**config.mk**
```make
export PLATFORM = sky130hd
export DESIGN_NAME = jpeg_dht_parse_canonical_codes_top_flat
export DESIGN_NICKNAME = d
export VERILOG_FILES = /design/src/design/jdht_pkg.sv /design/src/design/jdht_seg_if.sv /design/src/design/jdht_code_if.sv /design/src/design/jdht_seek.sv /design/src/design/jpeg_dht_parse_canonical_codes_top.sv /design/src/flat_wrapper.sv
export SDC_FILE = /design/constraint.sdc
export NUM_CORES = 1
export LEC_CHECK = 0
export ABC_AREA = 1
export BUFFER_PORTS_ARGS = -buffer_cell sky130_fd_sc_hd__buf_4
export CAP_MARGIN = 0
export CORE_ASPECT_RATIO = 0.7
export CORE_MARGIN = 2
export CORE_UTILIZATION = 35
export CTS_CLUSTER_DIAMETER = 200
export DETAILED_ROUTE_END_ITERATION = 6
export SYNTH_ARGS = -nofsm -noshare
export SYNTH_HDL_FRONTEND = slang
export SYNTH_SLANG_ARGS = --single-unit
```
**constraint.sdc**
```tcl
create_clock -name clk -period 5.18 [get_ports clk]
set_clock_uncertainty 0.1 [all_clocks]
set_input_delay 0.777 -clock clk [delete_from_list [all_inputs] [get_ports clk]]
set_output_delay 0.777 -clock clk [all_outputs]
set_load 0.02 [all_outputs]
```
**src/design/jdht_pkg.sv**
```systemverilog
package jdht_pkg;

    localparam int BYTE_W           = 8;
    localparam int NIB_W            = 4;
    localparam int LEN_W            = 5;
    localparam int CODE_W           = 16;
    localparam int SEGLEN_W         = 16;
    localparam int KIND_W           = 2;

    localparam int MAX_CODE_LEN_DEF = 16;
    localparam int NUM_DESTS_DEF    = 4;

    typedef enum logic [KIND_W-1:0] {
        KIND_CODE      = 2'd0,
        KIND_EMPTY     = 2'd1,
        KIND_BAD_CLASS = 2'd2,
        KIND_BAD_DEST  = 2'd3
    } kind_t;

endpackage

```
**src/design/jdht_seg_if.sv**
```systemverilog
interface jdht_seg_if
    import jdht_pkg::*;
();
    logic              valid;
    logic              ready;
    logic [BYTE_W-1:0] in_byte;
    logic              seg_start;

    modport source (output valid, output in_byte, output seg_start, input ready);
    modport sink   (input valid, input in_byte, input seg_start, output ready);
endinterface

```
**src/design/jdht_code_if.sv**
```systemverilog
interface jdht_code_if
    import jdht_pkg::*;
();
    logic                valid;
    logic                ready;
    logic [KIND_W-1:0]   kind;
    logic [NIB_W-1:0]    table_class;
    logic [NIB_W-1:0]    table_dest;
    logic [BYTE_W-1:0]   symbol;
    logic [LEN_W-1:0]    code_length;
    logic [CODE_W-1:0]   code_word;
    logic                table_end;
    logic                segment_end;

    modport source (
        output valid, output kind, output table_class, output table_dest,
        output symbol, output code_length, output code_word,
        output table_end, output segment_end,
        input  ready
    );
    modport sink (
        input  valid, input kind, input table_class, input table_dest,
        input  symbol, input code_length, input code_word,
        input  table_end, input segment_end,
        output ready
    );
endinterface

```
**src/design/jdht_seek.sv**
```systemverilog
module jdht_seek
    import jdht_pkg::*;
#(
    parameter int WIDTH = MAX_CODE_LEN_DEF,
    parameter int IDX_W = (WIDTH > 1) ? $clog2(WIDTH) : 1
) (
    input  logic [WIDTH-1:0] mask,
    output logic             found,
    output logic [IDX_W-1:0] idx
);

    // lowest set bit wins
    always_comb
    begin
        found = 1'b0;
        idx   = '0;
        for (int i = WIDTH - 1; i >= 0; i--)
        begin
            if (mask[i])
            begin
                found = 1'b1;
                idx   = IDX_W'(i);
            end
        end
    end

endmodule

```
**src/design/jpeg_dht_parse_canonical_codes_top.sv**
```systemverilog
// DHT segment parser. Takes one segment byte per cycle, from the high length
// byte onwards (seg_start marks it and restarts parsing from any state), and
// gives one result per symbol value: its symbol, code length and canonical
// code, with table_end on the last one of a table and segment_end when the
// segment length is used up at that point. Empty tables give a table-done
// result; a bad class or destination gives an error result and the rest of
// the segment is dropped. A byte's result is registered and appears on the
// output in the cycle after the byte is taken; a new byte is taken every cycle
// unless the single result register holds a result the sink has not yet taken.
module jpeg_dht_parse_canonical_codes_top
    import jdht_pkg::*;
#(
    parameter int MAX_CODE_LEN = MAX_CODE_LEN_DEF,
    parameter int NUM_DESTS    = NUM_DESTS_DEF
) (
    input  logic               clk,
    input  logic               rst_n,
    jdht_seg_if.sink           seg,
    jdht_code_if.source        codes
);

    localparam int IDX_W = (MAX_CODE_LEN > 1) ? $clog2(MAX_CODE_LEN) : 1;

    typedef enum logic [4:0] {
        PH_IDLE   = 5'b00001,
        PH_LEN_LO = 5'b00010,
        PH_HEADER = 5'b00100,
        PH_COUNTS = 5'b01000,
        PH_VALUES = 5'b10000
    } phase_t;

    typedef struct packed {
        kind_t              kind;
        logic [NIB_W-1:0]   table_class;
        logic [NIB_W-1:0]   table_dest;
        logic [BYTE_W-1:0]  symbol;
        logic [LEN_W-1:0]   code_length;
        logic [CODE_W-1:0]  code_word;
        logic               table_end;
        logic               segment_end;
    } res_t;

    phase_t                phase_reg, phase_next;
    logic [SEGLEN_W-1:0]   seg_len_reg, seg_len_next;
    logic [SEGLEN_W-1:0]   used_reg, used_next, used_inc;
    logic                  class_reg, class_next;
    logic [NIB_W-1:0]      dest_reg, dest_next;
    logic [IDX_W-1:0]      ci_reg, ci_next;
    logic [BYTE_W-1:0]     left_reg, left_next, left_dec;
    logic [CODE_W-1:0]     code_reg, code_next, code_inc;
    logic [MAX_CODE_LEN-1:0] nz_reg;
    logic [BYTE_W-1:0]     counts_mem [MAX_CODE_LEN];

    logic                  out_valid_reg;
    res_t                  out_reg;
    res_t                  res;
    logic                  res_valid;

    logic                  accept;
    logic                  count_wr;
    logic [BYTE_W-1:0]     b;
    logic [NIB_W-1:0]      hi, lo;
    logic [MAX_CODE_LEN-1:0] all_mask, above_mask, seek_mask;
    logic                  seek_found;
    logic [IDX_W-1:0]      seek_idx;
    logic [BYTE_W-1:0]     count_sel;
    logic [LEN_W-1:0]      seek_end, shift_amt;
    logic                  seg_done;

    assign seg.ready = !out_valid_reg || codes.ready;
    assign accept    = seg.valid && seg.ready;
    assign b         = seg.in_byte;
    assign hi        = b[BYTE_W-1:NIB_W];
    assign lo        = b[NIB_W-1:0];

    always_comb
    begin
        for (int i = 0; i < MAX_CODE_LEN; i++)
        begin
            all_mask[i]   = (IDX_W'(i) == ci_reg) ? (b != '0) : nz_reg[i];
            above_mask[i] = nz_reg[i] && (IDX_W'(i) > ci_reg);
        end
    end

    assign seek_mask = (phase_reg == PH_COUNTS) ? all_mask : above_mask;

    jdht_seek #(
        .WIDTH (MAX_CODE_LEN),
        .IDX_W (IDX_W)
    ) u_seek (
        .mask  (seek_mask),
        .found (seek_found),
        .idx   (seek_idx)
    );

    assign count_sel = (phase_reg == PH_COUNTS && seek_idx == ci_reg) ? b
                                                                       : counts_mem[seek_idx];
    assign seek_end  = seek_found ? LEN_W'(seek_idx) : LEN_W'(MAX_CODE_LEN);
    assign shift_amt = seek_end - LEN_W'(ci_reg);
    assign used_inc  = (used_reg == {SEGLEN_W{1'b1}}) ? used_reg : used_reg + 1'b1;
    assign left_dec  = left_reg - 1'b1;
    assign code_inc  = code_reg + 1'b1;
    assign seg_done  = (used_inc >= seg_len_reg);

    always_comb
    begin
        phase_next   = phase_reg;
        seg_len_next = seg_len_reg;
        used_next    = used_reg;
        class_next   = class_reg;
        dest_next    = dest_reg;
        ci_next      = ci_reg;
        left_next    = left_reg;
        code_next    = code_reg;
        count_wr     = 1'b0;
        res_valid    = 1'b0;
        res          = '{kind: KIND_CODE, table_class: {{(NIB_W-1){1'b0}}, class_reg},
                         table_dest: dest_reg, symbol: '0, code_length: '0,
                         code_word: '0, table_end: 1'b0, segment_end: 1'b0};

        if (accept)
        begin
            if (seg.seg_start)
            begin
                seg_len_next = {b, {(SEGLEN_W-BYTE_W){1'b0}}};
                used_next    = SEGLEN_W'(1);
                phase_next   = PH_LEN_LO;
            end
            else if (phase_reg != PH_IDLE)
            begin
                used_next = used_inc;
                unique case (phase_reg)
                    PH_LEN_LO:
                    begin
                        seg_len_next = {seg_len_reg[SEGLEN_W-1:BYTE_W], b};
                        phase_next   = (used_inc >= seg_len_next) ? PH_IDLE : PH_HEADER;
                    end
                    PH_HEADER:
                    begin
                        res.table_class = hi;
                        res.table_dest  = lo;
                        res.table_end   = 1'b1;
                        res.segment_end = 1'b1;
                        if (hi > NIB_W'(1))
                        begin
                            res.kind   = KIND_BAD_CLASS;
                            res_valid  = 1'b1;
                            phase_next = PH_IDLE;
                        end
                        else if ({1'b0, lo} >= (NIB_W+1)'(NUM_DESTS))
                        begin
                            res.kind   = KIND_BAD_DEST;
                            res_valid  = 1'b1;
                            phase_next = PH_IDLE;
                        end
                        else
                        begin
                            class_next = hi[0];
                            dest_next  = lo;
                            ci_next    = '0;
                            phase_next = PH_COUNTS;
                        end
                    end
                    PH_COUNTS:
                    begin
                        count_wr = 1'b1;
                        if (ci_reg == IDX_W'(MAX_CODE_LEN - 1))
                        begin
                            code_next = '0;
                            if (!seek_found)
                            begin
                                res.kind        = KIND_EMPTY;
                                res.table_end   = 1'b1;
                                res.segment_end = seg_done;
                                res_valid       = 1'b1;
                                phase_next      = seg_done ? PH_IDLE : PH_HEADER;
                            end
                            else
                            begin
                                ci_next    = seek_idx;
                                left_next  = count_sel;
                                phase_next = PH_VALUES;
                            end
                        end
                        else
                        begin
                            ci_next = ci_reg + 1'b1;
                        end
                    end
                    PH_VALUES:
                    begin
                        res.kind        = KIND_CODE;
                        res.symbol      = b;
                        res.code_length = LEN_W'(ci_reg) + LEN_W'(1);
                        res.code_word   = code_reg;
                        res_valid       = 1'b1;
                        if (left_dec == '0)
                        begin
                            code_next = code_inc << shift_amt;
                            if (!seek_found)
                            begin
                                res.table_end   = 1'b1;
                                res.segment_end = seg_done;
                                phase_next      = seg_done ? PH_IDLE : PH_HEADER;
                            end
                            else
                            begin
                                ci_next   = seek_idx;
                                left_next = count_sel;
                            end
                        end
                        else
                        begin
                            code_next = code_inc;
                            left_next = left_dec;
                        end
                    end
                    default:
                    begin
                        phase_next = PH_IDLE;
                    end
                endcase
            end
        end
    end

    always_ff @(posedge clk or negedge rst_n)
    begin
        if (!rst_n)
        begin
            phase_reg     <= PH_IDLE;
            seg_len_reg   <= '0;
            used_reg      <= '0;
            class_reg     <= 1'b0;
            dest_reg      <= '0;
            ci_reg        <= '0;
            left_reg      <= '0;
            code_reg      <= '0;
            nz_reg        <= '0;
            out_valid_reg <= 1'b0;
        end
        else
        begin
            phase_reg   <= phase_next;
            seg_len_reg <= seg_len_next;
            used_reg    <= used_next;
            class_reg   <= class_next;
            dest_reg    <= dest_next;
            ci_reg      <= ci_next;
            left_reg    <= left_next;
            code_reg    <= code_next;
            if (count_wr)
            begin
                nz_reg[ci_reg] <= (b != '0);
            end
            if (seg.ready)
            begin
                out_valid_reg <= accept && res_valid;
            end
        end
    end

    always_ff @(posedge clk)
    begin
        if (count_wr)
        begin
            counts_mem[ci_reg] <= b;
        end
        if (accept && res_valid)
        begin
            out_reg <= res;
        end
    end

    assign codes.valid       = out_valid_reg;
    assign codes.kind        = out_reg.kind;
    assign codes.table_class = out_reg.table_class;
    assign codes.table_dest  = out_reg.table_dest;
    assign codes.symbol      = out_reg.symbol;
    assign codes.code_length = out_reg.code_length;
    assign codes.code_word   = out_reg.code_word;
    assign codes.table_end   = out_reg.table_end;
    assign codes.segment_end = out_reg.segment_end;

endmodule

```
**src/flat_wrapper.sv**
```systemverilog
// flat-port wrapper written by rule: the top's interface ports become plain ports
module jpeg_dht_parse_canonical_codes_top_flat import jdht_pkg::*;
#(
    parameter int MAX_CODE_LEN = MAX_CODE_LEN_DEF,
    parameter int NUM_DESTS    = NUM_DESTS_DEF
)
  (clk, rst_n, seg_valid, seg_in_byte, seg_seg_start, seg_ready, codes_valid, codes_kind, codes_table_class, codes_table_dest, codes_symbol, codes_code_length, codes_code_word, codes_table_end, codes_segment_end, codes_ready);
  jdht_seg_if seg_i ();
  jdht_code_if codes_i ();
  input  logic clk;
  input  logic rst_n;
  input wire logic [$bits(seg_i.valid)-1:0] seg_valid;
  input wire logic [$bits(seg_i.in_byte)-1:0] seg_in_byte;
  input wire logic [$bits(seg_i.seg_start)-1:0] seg_seg_start;
  output wire logic [$bits(seg_i.ready)-1:0] seg_ready;
  output wire logic [$bits(codes_i.valid)-1:0] codes_valid;
  output wire logic [$bits(codes_i.kind)-1:0] codes_kind;
  output wire logic [$bits(codes_i.table_class)-1:0] codes_table_class;
  output wire logic [$bits(codes_i.table_dest)-1:0] codes_table_dest;
  output wire logic [$bits(codes_i.symbol)-1:0] codes_symbol;
  output wire logic [$bits(codes_i.code_length)-1:0] codes_code_length;
  output wire logic [$bits(codes_i.code_word)-1:0] codes_code_word;
  output wire logic [$bits(codes_i.table_end)-1:0] codes_table_end;
  output wire logic [$bits(codes_i.segment_end)-1:0] codes_segment_end;
  input wire logic [$bits(codes_i.ready)-1:0] codes_ready;
  assign seg_i.valid = seg_valid;
  assign seg_i.in_byte = seg_in_byte;
  assign seg_i.seg_start = seg_seg_start;
  assign seg_ready = seg_i.ready;
  assign codes_valid = codes_i.valid;
  assign codes_kind = codes_i.kind;
  assign codes_table_class = codes_i.table_class;
  assign codes_table_dest = codes_i.table_dest;
  assign codes_symbol = codes_i.symbol;
  assign codes_code_length = codes_i.code_length;
  assign codes_code_word = codes_i.code_word;
  assign codes_table_end = codes_i.table_end;
  assign codes_segment_end = codes_i.segment_end;
  assign codes_i.ready = codes_ready;
  jpeg_dht_parse_canonical_codes_top #(.MAX_CODE_LEN(MAX_CODE_LEN), .NUM_DESTS(NUM_DESTS)) u_core (.clk(clk), .rst_n(rst_n), .seg(seg_i), .codes(codes_i));
endmodule
```
==> impl_metrics.csv <==
group,metric,value,unit
floorplanning,die_h,172,um
logic_synthesis,synth_enable_flop_cells,169,
floorplanning,core,0.0396,mm^2
logic_synthesis,synth_seq_area_share,51.6,%
clock_tree,insertion_delay,0.58,ns
clock_tree,clockBufferDepth,3,
logic_synthesis,syn-mean-instance-area,8.58,um^2
logic_synthesis,ys_warn_count,0,
worst_setup_path,endpoint_kind,"register",
worst_setup_path,cp_common_cell,"nand2_1",
final_layout,largest_reg_flops,128,
logic_synthesis,ys_ff_latch,256,
placed_design,port_buffers,55,
timing,setup_viol,0,
grt,grt_max_degree,70,
timing,fin_crit,4.60,ns
routing,drt_iter0_drc,1157,
grt,gr-usage-all-layers,19.3,%
floorplanning,rows,61,
timing,relSlewSlack,35.4,%
final_layout,largest_register,"u_core.counts_mem",
power_and_ir_drop,leakage,7.14,nW
logic_synthesis,synth.top_cells.by_area,"edfxtp_1, dfrtp_1, nand2_1",
timing,slew_violations,0,
run,cap_viol_max_count,0,
power_and_ir_drop,total_power,0.00944,W
clock_tree,cts_buffers,27,
logic_synthesis,synth_flop_cell,"edfxtp_1",
worst_setup_path,worstPathMaxFanout,12,
grt,first_global_vias,10949,
grt,antenna_found_initial,0,
worst_setup_path,crit_family,"simple AND/OR/NAND/NOR gates",
routing,vias_per_cell,5.03,
power_and_ir_drop,peakVddDrop,0.398,mV
worst_setup_path,r2r-start,"u_core.ci_reg[0]$_DFFE_PN0P_",
grt,grt_pass1_wl,63.1,mm
worst_setup_path,critical_path_class,"register to register",
clock_tree,htreeDepth,1,
clock_tree,cts_hold_buffers,0,
placed_design,place_congestion,0.948,
clock_tree,tritoncts,"built",
final_layout,nNetsFinal,1769,
status,outcome,"finished clean",
routing,drc,0,
routing,drt-pass1-iter-count,6,
worst_setup_path,slowest_stage,"fa_1",
final_layout,diodes,0,
worst_setup_path,cp_data_arrival_time,4.98,ns
clock_tree,clkSinkCount,256,
floorplanning,die_x,243,um
clock_tree,post_cts_buffers,0,
worst_setup_path,start_kind,"register",
power_and_ir_drop,power_density,581,mW/mm^2
logic_synthesis,synth.distinct_cells,58,
clock_tree,cts_resized,0,
final_layout,area_growth,15.7,%
floorplanning,start_util,35.5,%
final_layout,final_cell_mix,"nand2_1, inv_1, edfxtp_1, nand3_1, o21ai_0",
final_layout,final_common_cell,"nand2_1",
timing,worst_pin_slew,0.965,ns
timing,fin_crit_sh,88.9,%
final_layout,nFillCells,3911,
logic_synthesis,synthArstFlopShare,34.0,%
logic_synthesis,syn_nets,1691,
logic_synthesis,synth_cells,1638,
worst_setup_path,critPathBufInv,4,
final_layout,layout-drive-gt1-share,12.6,%
timing,rsz0062_at_grt,"false",
min_path,hold_path.class,"input port to async pin",
logic_synthesis,yosysTopAreaCellShare,36.1,%
routing,wire_per_inst,17.5,um
routing,vias,11421,
clock_tree,clkTransAtPathRegs,0.07,ns
timing,hold_viol,0,
timing,setup_tns,0,ns
worst_setup_path,max_stage_delay,0.56,ns
floorplanning,io_pins,56,
grt,overflow,0,
worst_setup_path,startpoint,"u_core.ci_reg[0]$_DFFE_PN0P_",
worst_setup_path,required,5.55,ns
routing,drtAntennaViolNets,0,
timing,max_freq,217,MHz
clock_tree,clockRootBuffer,"clkbuf_16",
routing,wl,39.7,mm
logic_synthesis,netlist_area,0.0140,mm^2
placed_design,dp_hpwl,27.4,mm
logic_synthesis,yosysTopAreaCell,"edfxtp_1",
floorplanning,die-area,0.0418,mm^2
-- synthesized netlist by cell type (2+ instances only) --
cell type / n
a2111oi_0: 2
a211oi_1: 2
a21boi_0: 2
a21oi_1: 58
a21oi_2: 3
a22oi_1: 4
a31oi_1: 8
buf_1: 7
buf_2: 8
buf_4: 3
buf_6: 7
clkbuf_1: 34
clkinv_1: 2
dfrtp_1: 86
edfxtp_1: 169
ha_1: 39
inv_1: 257
inv_2: 20
nand2_1: 322
nand2_2: 9
nand3_1: 158
nand3_2: 2
nand3b_1: 26
nand4_1: 13
nor2_1: 117
nor2_2: 11
nor2_4: 6
nor3_1: 15
nor4_1: 7
o211ai_1: 7
o21a_1: 3
o21ai_0: 140
o21ai_1: 17
o21ai_2: 2
o21bai_1: 2
o22ai_1: 21
or2_2: 3
xnor2_1: 4
xor2_1: 23
-- layer usage --
layer	track usage (%)	share of wire (%)	vias up
met5	0	0	-
met2	29.1	43	318
li1	-	-	5580
met3	2.78	5.8	53
met1	29.0	49	5470
met4	4.53	2.0	0
-- metrics by stage --
| stage | cells | setup slack [ns] | area, um^2 | utilization [%] | hold slack (ns) |
|---|---|---|---|---|---|
| 2_1_floorplan | 1638 | 0.634 | 14000 | - | 0.353 |
| 3_3_place_gp | 2222 | 0.352 | 15300 | 38.6 | 0.368 |
| 3_5_place_dp | 2222 | 0.413 | 15300 | 38.6 | 0.374 |
| 4_1_cts | 2272 | 0.611 | 16200 | 41.0 | 0.199 |
| 5_1_grt | 2272 | 0.0335 | 16200 | 41.0 | 0.215 |
| 6_report | 2272 | 0.576 | 16200 | 41.0 | 0.144 |
-- kinds of logic (layout without fill, tap and decap cells) --
family                     count (synthesis)  after routing  synth area share [%]
buffers and inverters                    339            438                  9.60
and+or+nand+nor                          694            694                  22.3
AOI/OAI and AO/OA                        280            280                  11.0
DFF                                      256            256                  51.6
xor gates and xnor gates                  27             27                  1.68
muxes                                      2              2                 0.151
adders and majority gates                 40             40                  3.62
-- report_power, final --
part           switching [W]  total (W)  internal, W  leakage [nW]
clock network       0.000868    0.00216      0.00129         0.476
registers          0.0000543    0.00231      0.00226          2.63
logic                0.00338    0.00497      0.00159          4.03
-- worst register-to-register path, delay by kind of cell (launching register included) --
family	cells	cell delay, ns
buf+inv	4	0.59
simple gates	19	1.26
compound gates	5	1.10
flops	1	0.46
fa+ha+maj	3	0.98
-- layout make-up --
class / instances / area [um^2] / share of cell area (%)
clock buffers: 31 / 711 / 4.37
clock inverters: 19 / 264 / 1.62
inverters: 280 / 1050 / 6.48
multi-input cells: 1043 / 5460 / 33.6
flip-flops and latches: 256 / 7250 / 44.7
well taps: 535 / 669 / 4.12
repair buffers: 108 / 836 / 5.14
-- final timing paths --
| kind | end | slack, ns | cells after the start |
|---|---|---|---|
| max reg2reg | u_core.code_reg[9]$_DFFE_PN0P_ | 0.58 | 31 |
| max in group asynchronous | u_core.phase_reg[0]$_DFFE_PN1P_ | 3.80 | 2 |
| min in group clk | u_core.dest_reg[1]$_DFFE_PN0P_ | 0.39 | 2 |
| min | u_core.code_reg[1]$_DFFE_PN0P_ | 0.14 | 1 |
| max | u_core.code_reg[9]$_DFFE_PN0P_ | 0.58 | 31 |
| min reg2reg | u_core.dest_reg[1]$_DFFE_PN0P_ | 0.39 | 2 |
(Power assumes the default switching activity.)
